$ cat src/rtl/button_click_long_press_detector_macros.svh
// assertion macros for the button click and long press detector
`ifndef BUTTON_CLICK_LONG_PRESS_DETECTOR_MACROS_SVH
`define BUTTON_CLICK_LONG_PRESS_DETECTOR_MACROS_SVH
`ifndef SYNTHESIS
`define BCLP_ASSERT_SAME(lbl, clk, rst, ante, cons) \
   lbl: assert property (@(posedge clk) disable iff (rst) (ante) |-> (cons)) \
      else $error("bclp assertion failed");
`define BCLP_ASSERT_NEXT(lbl, clk, rst, ante, cons) \
   lbl: assert property (@(posedge clk) disable iff (rst) (ante) |=> (cons)) \
      else $error("bclp assertion failed");
`else
`define BCLP_ASSERT_SAME(lbl, clk, rst, ante, cons)
`define BCLP_ASSERT_NEXT(lbl, clk, rst, ante, cons)
`endif
`endif

$ cat src/rtl/bclp_pkg.sv
// shared types and constants of the button click and long press detector
package bclp_pkg;

   localparam int BUTTONS    = 8;
   localparam int SLOT_W     = (BUTTONS > 1) ? $clog2(BUTTONS) : 1;
   localparam int TICK_W     = 32;
   localparam int CNT_W      = 8;
   localparam int IDX_W      = 3;
   localparam int CLICK_W    = 2;
   localparam int BCOUNT_W   = 4;
   localparam int DEB_W      = 20;
   localparam int LONG_W     = 22;
   localparam int TPU_W      = 8;
   localparam int CSR_IDX_W  = 3;
   localparam int CSR_DATA_W = 32;

   localparam int unsigned CLICK_GAP_US      = 10000;
   localparam int unsigned REPORT_GAP_FACTOR = 10;
   localparam int unsigned TIMEOUT_FACTOR    = 2;

   // operation codes
   localparam logic OP_POLL = 1'b0;
   localparam logic OP_EDGE = 1'b1;

   // click codes
   localparam logic [CLICK_W-1:0] CLICK_NONE   = 2'd0;
   localparam logic [CLICK_W-1:0] CLICK_SINGLE = 2'd1;
   localparam logic [CLICK_W-1:0] CLICK_DOUBLE = 2'd2;

   // register indexes
   localparam logic [CSR_IDX_W-1:0] REG_PRESS_LEVEL    = 3'd0;
   localparam logic [CSR_IDX_W-1:0] REG_INTERRUPT_MASK = 3'd1;
   localparam logic [CSR_IDX_W-1:0] REG_BUTTON_COUNT   = 3'd2;
   localparam logic [CSR_IDX_W-1:0] REG_DEBOUNCE_US    = 3'd3;
   localparam logic [CSR_IDX_W-1:0] REG_LONG_PRESS_US  = 3'd4;
   localparam logic [CSR_IDX_W-1:0] REG_TICKS_PER_US   = 3'd5;

   // register reset values
   localparam logic              RST_PRESS_LEVEL  = 1'b1;
   localparam logic [IDX_W+4:0]  RST_INT_MASK     = '0;
   localparam logic [BCOUNT_W-1:0] RST_BCOUNT     = '0;
   localparam logic [DEB_W-1:0]  RST_DEBOUNCE    = DEB_W'(50000);
   localparam logic [LONG_W-1:0] RST_LONG        = LONG_W'(1000000);
   localparam logic [TPU_W-1:0]  RST_TPU         = TPU_W'(1);

   typedef struct packed {
      logic [TICK_W-1:0] first_tick;
      logic [TICK_W-1:0] last_tick;
      logic [CNT_W-1:0]  click_cnt;
   } btn_state_type;

   // thresholds in ticks
   typedef struct packed {
      logic [TICK_W-1:0] debounce;
      logic [TICK_W-1:0] long_press;
      logic [TICK_W-1:0] timeout;
      logic [TICK_W-1:0] click_gap;
      logic [TICK_W-1:0] report_gap;
   } thresh_type;

   typedef struct packed {
      logic in_range;
      logic edge_mode;
      logic press_level;
   } ctl_type;

endpackage

$ cat src/rtl/bclp_eval.sv
// per-item classification of one button: recording, debounce, long press, clicks, timeout
module bclp_eval import bclp_pkg::*; (
   input  ctl_type             ctl,
   input  thresh_type          thr,
   input  logic                op,
   input  logic                pin_level,
   input  logic [TICK_W-1:0]   now_tick,
   input  btn_state_type       cur,
   output btn_state_type       nxt,
   output logic                long_press,
   output logic [CLICK_W-1:0]  click_event
);

   logic              record;
   logic              poll;
   logic [TICK_W-1:0] first1;
   logic [TICK_W-1:0] last1;
   logic [TICK_W-1:0] span_fn;
   logic [TICK_W-1:0] span_fl;
   logic [TICK_W-1:0] span_ln;
   logic              armed;
   logic              gap_hit;
   logic              report;
   logic              tmo_hit;
   logic [CNT_W-1:0]  count1;
   logic [TICK_W-1:0] first2;

   assign record = ctl.in_range &&
                   ((op == OP_EDGE && ctl.edge_mode) ||
                    (op == OP_POLL && !ctl.edge_mode && pin_level == ctl.press_level));
   assign poll   = ctl.in_range && op == OP_POLL;

   assign first1 = (record && cur.first_tick == '0) ? now_tick : cur.first_tick;
   assign last1  = (record && cur.first_tick != '0) ? now_tick : cur.last_tick;

   // elapsed times wrap modulo the tick width
   assign span_fn = now_tick - first1;
   assign span_fl = last1 - first1;
   assign span_ln = now_tick - last1;

   assign armed      = poll && first1 != '0 && last1 != '0 && span_fn > thr.debounce;
   assign long_press = armed && span_fl > thr.long_press;
   assign gap_hit    = armed && !long_press && span_ln > thr.click_gap;
   assign count1     = gap_hit ? cur.click_cnt + CNT_W'(1) : cur.click_cnt;
   assign report     = poll && span_ln > thr.report_gap && count1 != '0 && last1 != '0;
   assign first2     = (long_press || gap_hit) ? '0 : first1;
   // an empty first tick stays empty, so the timeout can use the span from first1
   assign tmo_hit    = poll && span_fn > thr.timeout;

   always_comb begin
      click_event = CLICK_NONE;
      if (report) begin
         if (count1 == CNT_W'(1)) begin
            click_event = CLICK_SINGLE;
         end else if (count1 == CNT_W'(2)) begin
            click_event = CLICK_DOUBLE;
         end
      end
   end

   always_comb begin
      nxt.first_tick = tmo_hit ? '0 : first2;
      nxt.last_tick  = last1;
      nxt.click_cnt  = report ? '0 : count1;
   end

endmodule

$ cat src/rtl/button_click_long_press_detector.sv
// button click and long press detector top level
// an accepted item is registered in the input stage, then in the result stage once it is free
// throughput: one item per cycle while the result side takes them; per-button state is read,
// updated and written back as the item leaves the input stage, so one button may be hit
// back to back; a configuration write holds off new items while the tick thresholds settle
// reset clears all button state, empties both stages and restores register defaults
module button_click_long_press_detector import bclp_pkg::*; (
   input  logic                  clock,
   input  logic                  reset,
   input  logic                  req_valid,
   output logic                  req_stall,
   input  logic                  req_op,
   input  logic [IDX_W-1:0]      req_button_index,
   input  logic                  req_pin_level,
   input  logic [TICK_W-1:0]     req_now_tick,
   output logic                  rsp_valid,
   input  logic                  rsp_stall,
   output logic [IDX_W-1:0]      rsp_event_button,
   output logic                  rsp_long_press,
   output logic [CLICK_W-1:0]    rsp_click_event,
   input  logic                  csr_valid,
   output logic                  csr_ready,
   input  logic [CSR_IDX_W-1:0]  csr_index,
   input  logic [CSR_DATA_W-1:0] csr_wdata
);

`include "button_click_long_press_detector_macros.svh"

   // configuration registers
   logic                press_lvl_ff;
   logic [7:0]          int_mask_ff;
   logic [BCOUNT_W-1:0] bcount_ff;
   logic [DEB_W-1:0]    debounce_ff;
   logic [LONG_W-1:0]   long_ff;
   logic [TPU_W-1:0]    tpu_ff;
   logic                settle_ff;
   thresh_type          thr_ff;
   thresh_type          thr_in;
   logic [TICK_W-1:0]   long_prod;
   logic                csr_write;

   // input stage
   logic                s1_valid_ff;
   logic                s1_valid_in;
   logic                s1_op_ff;
   logic [IDX_W-1:0]    s1_idx_ff;
   logic                s1_level_ff;
   logic [TICK_W-1:0]   s1_now_ff;

   // result stage
   logic                rsp_valid_ff;
   logic [IDX_W-1:0]    rsp_button_ff;
   logic                rsp_long_ff;
   logic [CLICK_W-1:0]  rsp_click_ff;

   btn_state_type       state_ff [BUTTONS];
   btn_state_type       cur_state;
   btn_state_type       nxt_state;
   logic [SLOT_W-1:0]   slot;
   ctl_type             ctl;
   logic                out_free;
   logic                advance;
   logic                accept;
   logic                ev_long;
   logic [CLICK_W-1:0]  ev_click;

   assign csr_ready = 1'b1;
   assign csr_write = csr_valid && csr_ready;

   always_ff @(posedge clock) begin
      if (reset) begin
         press_lvl_ff <= RST_PRESS_LEVEL;
         int_mask_ff  <= RST_INT_MASK;
         bcount_ff    <= RST_BCOUNT;
         debounce_ff  <= RST_DEBOUNCE;
         long_ff      <= RST_LONG;
         tpu_ff       <= RST_TPU;
         settle_ff    <= 1'b0;
      end else begin
         settle_ff <= csr_write;
         if (csr_write) begin
            case (csr_index)
               REG_PRESS_LEVEL:    press_lvl_ff <= csr_wdata[0];
               REG_INTERRUPT_MASK: int_mask_ff  <= csr_wdata[7:0];
               REG_BUTTON_COUNT:   bcount_ff    <= csr_wdata[BCOUNT_W-1:0];
               REG_DEBOUNCE_US:    debounce_ff  <= csr_wdata[DEB_W-1:0];
               REG_LONG_PRESS_US:  long_ff      <= csr_wdata[LONG_W-1:0];
               REG_TICKS_PER_US:   tpu_ff       <= csr_wdata[TPU_W-1:0];
               default: ;
            endcase
         end
      end
   end

   // thresholds scaled to ticks, registered behind the configuration registers
   assign long_prod = TICK_W'(long_ff) * TICK_W'(tpu_ff);

   always_comb begin
      thr_in.debounce   = TICK_W'(debounce_ff) * TICK_W'(tpu_ff);
      thr_in.long_press = long_prod;
      thr_in.timeout    = TICK_W'(long_prod * TIMEOUT_FACTOR);
      thr_in.click_gap  = TICK_W'(CLICK_GAP_US) * TICK_W'(tpu_ff);
      thr_in.report_gap = TICK_W'(CLICK_GAP_US * REPORT_GAP_FACTOR) * TICK_W'(tpu_ff);
   end

   always_ff @(posedge clock) begin
      if (reset) begin
         thr_ff.debounce   <= TICK_W'(50000);
         thr_ff.long_press <= TICK_W'(1000000);
         thr_ff.timeout    <= TICK_W'(2000000);
         thr_ff.click_gap  <= TICK_W'(CLICK_GAP_US);
         thr_ff.report_gap <= TICK_W'(CLICK_GAP_US * REPORT_GAP_FACTOR);
      end else begin
         thr_ff <= thr_in;
      end
   end

   // handshake and stage flow
   assign out_free    = !rsp_valid_ff || !rsp_stall;
   assign advance     = s1_valid_ff && out_free;
   assign req_stall   = (s1_valid_ff && !out_free) || settle_ff;
   assign accept      = req_valid && !req_stall;
   assign s1_valid_in = accept || (s1_valid_ff && !out_free);

   always_ff @(posedge clock) begin
      if (reset) begin
         s1_valid_ff <= 1'b0;
      end else begin
         s1_valid_ff <= s1_valid_in;
      end
   end

   always_ff @(posedge clock) begin
      if (accept) begin
         s1_op_ff    <= req_op;
         s1_idx_ff   <= req_button_index;
         s1_level_ff <= req_pin_level;
         s1_now_ff   <= req_now_tick;
      end
   end

   assign slot            = SLOT_W'(s1_idx_ff);
   assign cur_state       = state_ff[slot];
   assign ctl.in_range    = (BCOUNT_W'(s1_idx_ff) < bcount_ff) && (int'(s1_idx_ff) < BUTTONS);
   assign ctl.edge_mode   = int_mask_ff[s1_idx_ff];
   assign ctl.press_level = press_lvl_ff;

   bclp_eval u_eval (
      .ctl         (ctl),
      .thr         (thr_ff),
      .op          (s1_op_ff),
      .pin_level   (s1_level_ff),
      .now_tick    (s1_now_ff),
      .cur         (cur_state),
      .nxt         (nxt_state),
      .long_press  (ev_long),
      .click_event (ev_click)
   );

   always_ff @(posedge clock) begin
      if (reset) begin
         for (int i = 0; i < BUTTONS; i++) begin
            state_ff[i] <= '0;
         end
      end else if (advance && ctl.in_range) begin
         state_ff[slot] <= nxt_state;
      end
   end

   always_ff @(posedge clock) begin
      if (reset) begin
         rsp_valid_ff <= 1'b0;
      end else if (out_free) begin
         rsp_valid_ff <= s1_valid_ff;
      end
   end

   always_ff @(posedge clock) begin
      if (advance) begin
         rsp_button_ff <= s1_idx_ff;
         rsp_long_ff   <= ev_long;
         rsp_click_ff  <= ev_click;
      end
   end

   assign rsp_valid        = rsp_valid_ff;
   assign rsp_event_button = rsp_button_ff;
   assign rsp_long_press   = rsp_long_ff;
   assign rsp_click_event  = rsp_click_ff;

   `BCLP_ASSERT_NEXT(a_advance_loads, clock, reset, advance, rsp_valid_ff)
   `BCLP_ASSERT_NEXT(a_long_clears_first, clock, reset, advance && ev_long,
      state_ff[$past(slot)].first_tick == '0)
   `BCLP_ASSERT_NEXT(a_idle_no_event, clock, reset, advance && bcount_ff == '0,
      !rsp_long_ff && rsp_click_ff == CLICK_NONE)
   `BCLP_ASSERT_SAME(a_click_code, clock, reset, rsp_valid_ff,
      rsp_click_ff == CLICK_NONE || rsp_click_ff == CLICK_SINGLE ||
      rsp_click_ff == CLICK_DOUBLE)

endmodule

$ cat config.mk
export PLATFORM = sky130hd
export DESIGN_NAME = button_click_long_press_detector
export DESIGN_NICKNAME = d
export VERILOG_FILES = /design/src/rtl/bclp_pkg.sv /design/src/rtl/bclp_eval.sv /design/src/rtl/button_click_long_press_detector.sv
export VERILOG_INCLUDE_DIRS = /design/src /design/src/rtl
export SDC_FILE = /design/constraint.sdc
export NUM_CORES = 2
export LEC_CHECK = 0
export BUFFER_PORTS_ARGS = -buffer_cell sky130_fd_sc_hd__buf_4
export CORE_MARGIN = 4
export CORE_UTILIZATION = 45
export DETAILED_ROUTE_END_ITERATION = 16
export HOLD_SLACK_MARGIN = 0.1
export PLACE_DENSITY = 0.74
export SETUP_SLACK_MARGIN = 0.2
export SLEW_MARGIN = 20
export SYNTH_ARGS = -nofsm -noshare
export SYNTH_HDL_FRONTEND = slang
export SYNTH_SLANG_ARGS = --single-unit
$ cat constraint.sdc
create_clock -name clock -period 9.2 [get_ports clock]
set_input_delay 1.84 -clock clock [delete_from_list [all_inputs] [get_ports clock]]
set_output_delay 1.84 -clock clock [all_outputs]
set_load 0.005 [all_outputs]
# Yosys cells after proc, flatten, opt, wreduce, memory -nomap -nowiden

Memories as Yosys holds them, arrays and structs flattened. A register that Yosys moved wholly into a read port is not among the register bits.
Cells that the tools add are included.

Memories: 1
Output and inout port bits: 9
ROM bits: 0
Flip-flop bits (word level): 239
Bits in latches: 0
Word-level logic and storage cells: 117
Memory bits (writable): 576

Memories:

| name     | depth | bits a word | rd ports | clocked after memory_dff | write ports | line                                   | source |
|---|---|---|---|---|---|---|---|
| state_ff | 8     | 72          | 1        | 1                        | 8           | button_click_long_press_detector.sv:56 | `btn_state_type state_ff [BUTTONS];` |

Add/subtract/negate cells: 4
Divide/modulo/power cells: 0
Multiply operators: 4
Reduce and logical (&&, ||, !) cells: 46
Shift operators: 0
Bitwise gates (word level): 2
Equality and inequality tests: 8
Multiplexer cells: 19
$lt $le $gt $ge: 7

Operator list:

| kind                    | number |
|---|---|
| $gt A32 B32 Y1          | 5 |
| $mux W32                | 4 |
| $reduce_bool A32 Y1     | 3 |
| $sub A32 B32 Y32        | 3 |
| $mux W72                | 1 |
| $reduce_or A72 Y1       | 1 |
| $logic_not A32 Y1       | 1 |
| $mul A22 B8 Y30         | 1 |
| $mul A20 B8 Y28         | 1 |
| $logic_and A1 B1 Y1     | 21 |
| $mul A12 B8 Y20 const A | 1 |
| $mul A10 B8 Y18 const A | 1 |
| $mux W8                 | 2 |
| $reduce_and A2 Y1       | 6 |
| $add A8 B1 Y8 const B   | 1 |
| $eq A8 B1 Y1 const B    | 1 |
| $eq A8 B2 Y1 const B    | 1 |
| $mux W1                 | 8 |
| $reduce_bool A8 Y1      | 1 |
| $eq A3 B2 Y1 const B    | 2 |
| $eq A3 B3 Y1 const B    | 2 |
| $logic_not A1 Y1        | 6 |
| $mux W3                 | 2 |
| $logic_or A1 B1 Y1      | 5 |
| other kinds (9)         | 10 |

# Logic depth before layout (Yosys ltp)

Word-level depth: 23
Gate-level depth with buffers: 48
Depth with buffers taken out: 39

# By module

Synthesis repeated with hierarchy kept, for this count alone.

Cells, all modules: 5070
Area total of the unflattened synthesis: 55280.5 µm²

Modules (own cells, without submodules):

| module                           | times used | cells each | area each (µm²) | sequential area each (µm²) |
|---|---|---|---|---|
| button_click_long_press_detector | 1          | 3551       | 44656.6         | 21851.0 |
| bclp_eval                        | 1          | 1519       | 10623.9         | 0.0 |

# Worst setup path after synthesis

OpenSTA, ideal clock, no wires.

Path type: register to register
Start point: reg (tool-made name)
End point: mem state_ff[4][40] (netlist bit) (data pin)
Arrival time: 8.828 ns
Required time: 8.906 ns
Stages on the path, launching flop included: 40
Setup slack: 0.078 ns
Period minus slack after synthesis: 9.122 ns
Path through: dfxtp_1 buf_6 buf_6 buf_6 nand2_1 o22a_1 o2111ai_1 nor3_2 a31oi_1 buf_2 buf_1 buf_2 mux2i_1 inv_1 ha_1 a21o_1 a21o_1 maj3_1 (+4 left out) a21oi_1 o211ai_1 a311oi_1 nor2_1 xnor2_1 ha_1 nand4_1 or3_1 o32ai_1 a21oi_1 o21bai_1 or3b_4 or3_1 buf_6 o311ai_4 buf_4 buf_2 nor3_1

RTL lines:

| what             | line |
|---|---|
| end: declaration | button_click_long_press_detector.sv:56 |

==> run metrics <==
status finished, final reports clean; mean post-synth cell area ~11 um^2; die area around 130000 um^2; Worst Tran Pin Value about 1.2 ns; total grt overflow 0; post-synthesis cell type count a little over 90; most frequent cells in the layout 619 x edfxtp_1, 492 x nor2_1, 463 x inv_1; most common cell after layout, fill and taps aside edfxtp_1; async set-reset flop share out of synthesis 0%; #FFs+latches synth a little under 800; worst IR drop on VDD around 140 uV; TritonCTS clock tree yes; final setup violation count 0; pre-CTS WS -0.07954 ns; CP Launch Type flip-flop; leak pwr 25.13 nW; post-placement cell count roughly 6.8k; Die Y ~350 um; kind of critical path flip-flop to flip-flop; global-route wire length before repair between 200 and 250 mm; htree depth 3; Worst Setup End Kind flip-flop; Overall Power between 10 and 15 mW; Fin Setup TNS 0 ns; Worst EP required slightly below 10 ns; via count just over 40k; Final min period about 8.8 ns; Final Cycle Share a little over nine tenths; Num CTS Buffers between 80 and 90; Slew Limit Fails 0; proportion of synthesized chip area in sequential cells about two fifths; max_cap viols 0; FF-to-FF setup slack roughly 0.41 ns; Crit path arrival time roughly 9.2 ns; nets@finish 6025; Pwr Density between 150 and 200 nW/um^2; drt first pass iters 8; syn nets approximately 5.8k; synthesized area about 54000 um^2; relative slew slack around a fifth; num rows between 100 and 150; initial antenna violation count 2; layout cells sized above 1 approximately 16%; Boundary Pins 86; Antenna Nets Post-Route 0; Fmax 0.1138 GHz; Hold Path Class flip-flop to flip-flop; core outline area approximately 120000 um^2; Synth Warn # 0; CTS root buffer clkbuf_16; Final Hold Fails 0; post-route setup slack 0.4104 ns; Post-Syn Instances around 5k; clk_lat worst skew around 0.75 ns; GPL Wtd Cong a little under 1; initial core utilization around 45%; largest net degree at the start of global routing 76; detailed router's first-iteration violation count 4338; Finished Layout Cells 6967; vias in the first global route roughly 41k; Tot GR Track Use between 20% and 30%; drt drc 0; skew final about 0.072 ns; slowest library cell on the worst path mux4_2; Chip Width between 300 and 400 um; Post-synth EDFFs between 600 and 700; CTS sink count ~780; post-DR vias/cell 5.940; IO buf count 74; Layout area overhead 14.02%; unrepaired setup endpoints after global routing false; CP Max Fanout 12; Largest stage delay, worst path around 0.53 ns; most frequent CP cell buf_4; WL/cell roughly 23 um; Longest Clk Path Bufs 3; ys flop type edfxtp_1; Clock transition at path regs 0.06 ns; Post-Route WL about 160 mm; DP Wirelength between 100 and 150 mm
## sequential cells by signal (all words and copies together) (netlist names), named ones only
signal            cells
bcount_ff             4
debounce_ff          20
int_mask_ff           8
long_ff              22
press_lvl_ff          1
rsp_click_event       2
rsp_event_button      3
rsp_long_press        1
rsp_valid             1
s1_idx_ff             3
s1_level_ff           1
s1_now_ff            32
s1_op_ff              1
s1_valid_ff           1
settle_ff             1
state_ff            576
thr_ff               94
tpu_ff                8
## final cells by class
class,count,area [um^2]
clock inverter,50,633.1
timing repair buffer,402,3367
clock buffer,103,2193
antenna,3,7.507
fill,10150,57060
tap,1600,2002
multi-input combinational,3561,29520
inverter,466,1749
sequential,782,21870
## cell families after synthesis
family | count (synthesis) | share of synthesized area (%)
other | 1 | 0.006971
flip-flops | 782 | 40.62
AND/OR/NAND/NOR | 1811 | 16.14
XOR/XNOR | 139 | 2.263
AO/OA/AOI/OAI | 692 | 8.597
adder cells (fa/ha/maj) | 655 | 18.76
buffers and inverters | 740 | 5.603
multiplexers | 263 | 8.004
## final timing paths
path,start,endpoint,cells past startpoint
worst max-delay path,flip-flop,state_ff[5][48],39
worst min-delay path,int_mask_ff[2],int_mask_ff[2],2
worst max register to register,flip-flop,state_ff[5][48],39
worst min register to register,int_mask_ff[2],int_mask_ff[2],2
## cells in the mapped netlist, drive strengths merged, types with 21 or more instances
cell / n / share of area (%)
clkbuf: 173 / 1.2
dfxtp: 163 / 6.1
fa: 254 / 9.5
buf: 101 / 1.1
nand2: 439 / 3.1
a21oi: 203 / 1.9
o21a: 39 / 0.54
nor4: 29 / 0.39
xnor2: 103 / 1.7
mux4: 128 / 5.4
ha: 397 / 9.2
nand4: 58 / 0.67
and2: 170 / 2.0
nor2b: 61 / 0.71
mux2: 54 / 1.1
and3: 33 / 0.38
a21o: 95 / 1.3
nand2b: 39 / 0.45
mux2i: 81 / 1.5
nor2: 498 / 3.5
o211ai: 21 / 0.30
a31oi: 22 / 0.26
a221oi: 21 / 0.49
a211oi: 26 / 0.37
nand3: 60 / 0.56
o21ai: 122 / 1.1
inv: 466 / 3.3
xor2: 36 / 0.59
o21bai: 25 / 0.35
nor3: 334 / 3.1
edfxtp: 619 / 35
## routing by layer
layer | up-vias | GRT usage, % | share of wire (%)
met2 | 2348 | 40.64 | 46
met3 | 445 | 6.470 | 12
met4 | 0 | 10.14 | 4.5
met5 | - | 0 | 0
li1 | 18360 | - | -
met1 | 20230 | 32.95 | 38
## what timing repair did
| action | CTS | global route |
|---|---|---|
| hold buffers | 0 | 0 |
| pin swaps | 1 | 29 |
| gates resized for setup | 9 | 112 |
| endpoints found under the setup margin | 308 | 323 |
| setup buffers | 2 | 17 |
| gates cloned | 0 | 7 |
## report_power, final
| group | leakage, nW | internal, mW | switching (mW) | total, mW |
|---|---|---|---|---|
| Sequential | 7.69 | 3.94 | 0.104 | 4.04 |
| Combinational | 16.1 | 1.51 | 2.10 | 3.61 |
| Clock | 1.35 | 1.98 | 1.50 | 3.48 |
## through the flow
| stage | instance area [um^2] | hold slack [ns] | utilization, % |
|---|---|---|---|
| after floorplan | 53800 | 0.4315 | - |
| after global placement | 57630 | 0.4392 | 48.68 |
| after detailed placement | 57640 | 0.4442 | 48.68 |
| after CTS | 60520 | 0.4524 | 51.12 |
| after global routing | 61330 | 0.4749 | 51.80 |
| final | 61340 | 0.4507 | 51.81 |
## critical path, delay by kind of cell (launching register included)
family                     cells  cell delay [ns]
AOI/OAI and AO/OA             17             2.82
and+or+nand+nor                7             1.72
buffers and inverters          9             1.42
adders and majority gates      3             1.01
muxes                          2             0.73
DFF                            1             0.45
xor gates and xnor gates       1             0.28
(Power assumes the default switching activity.)
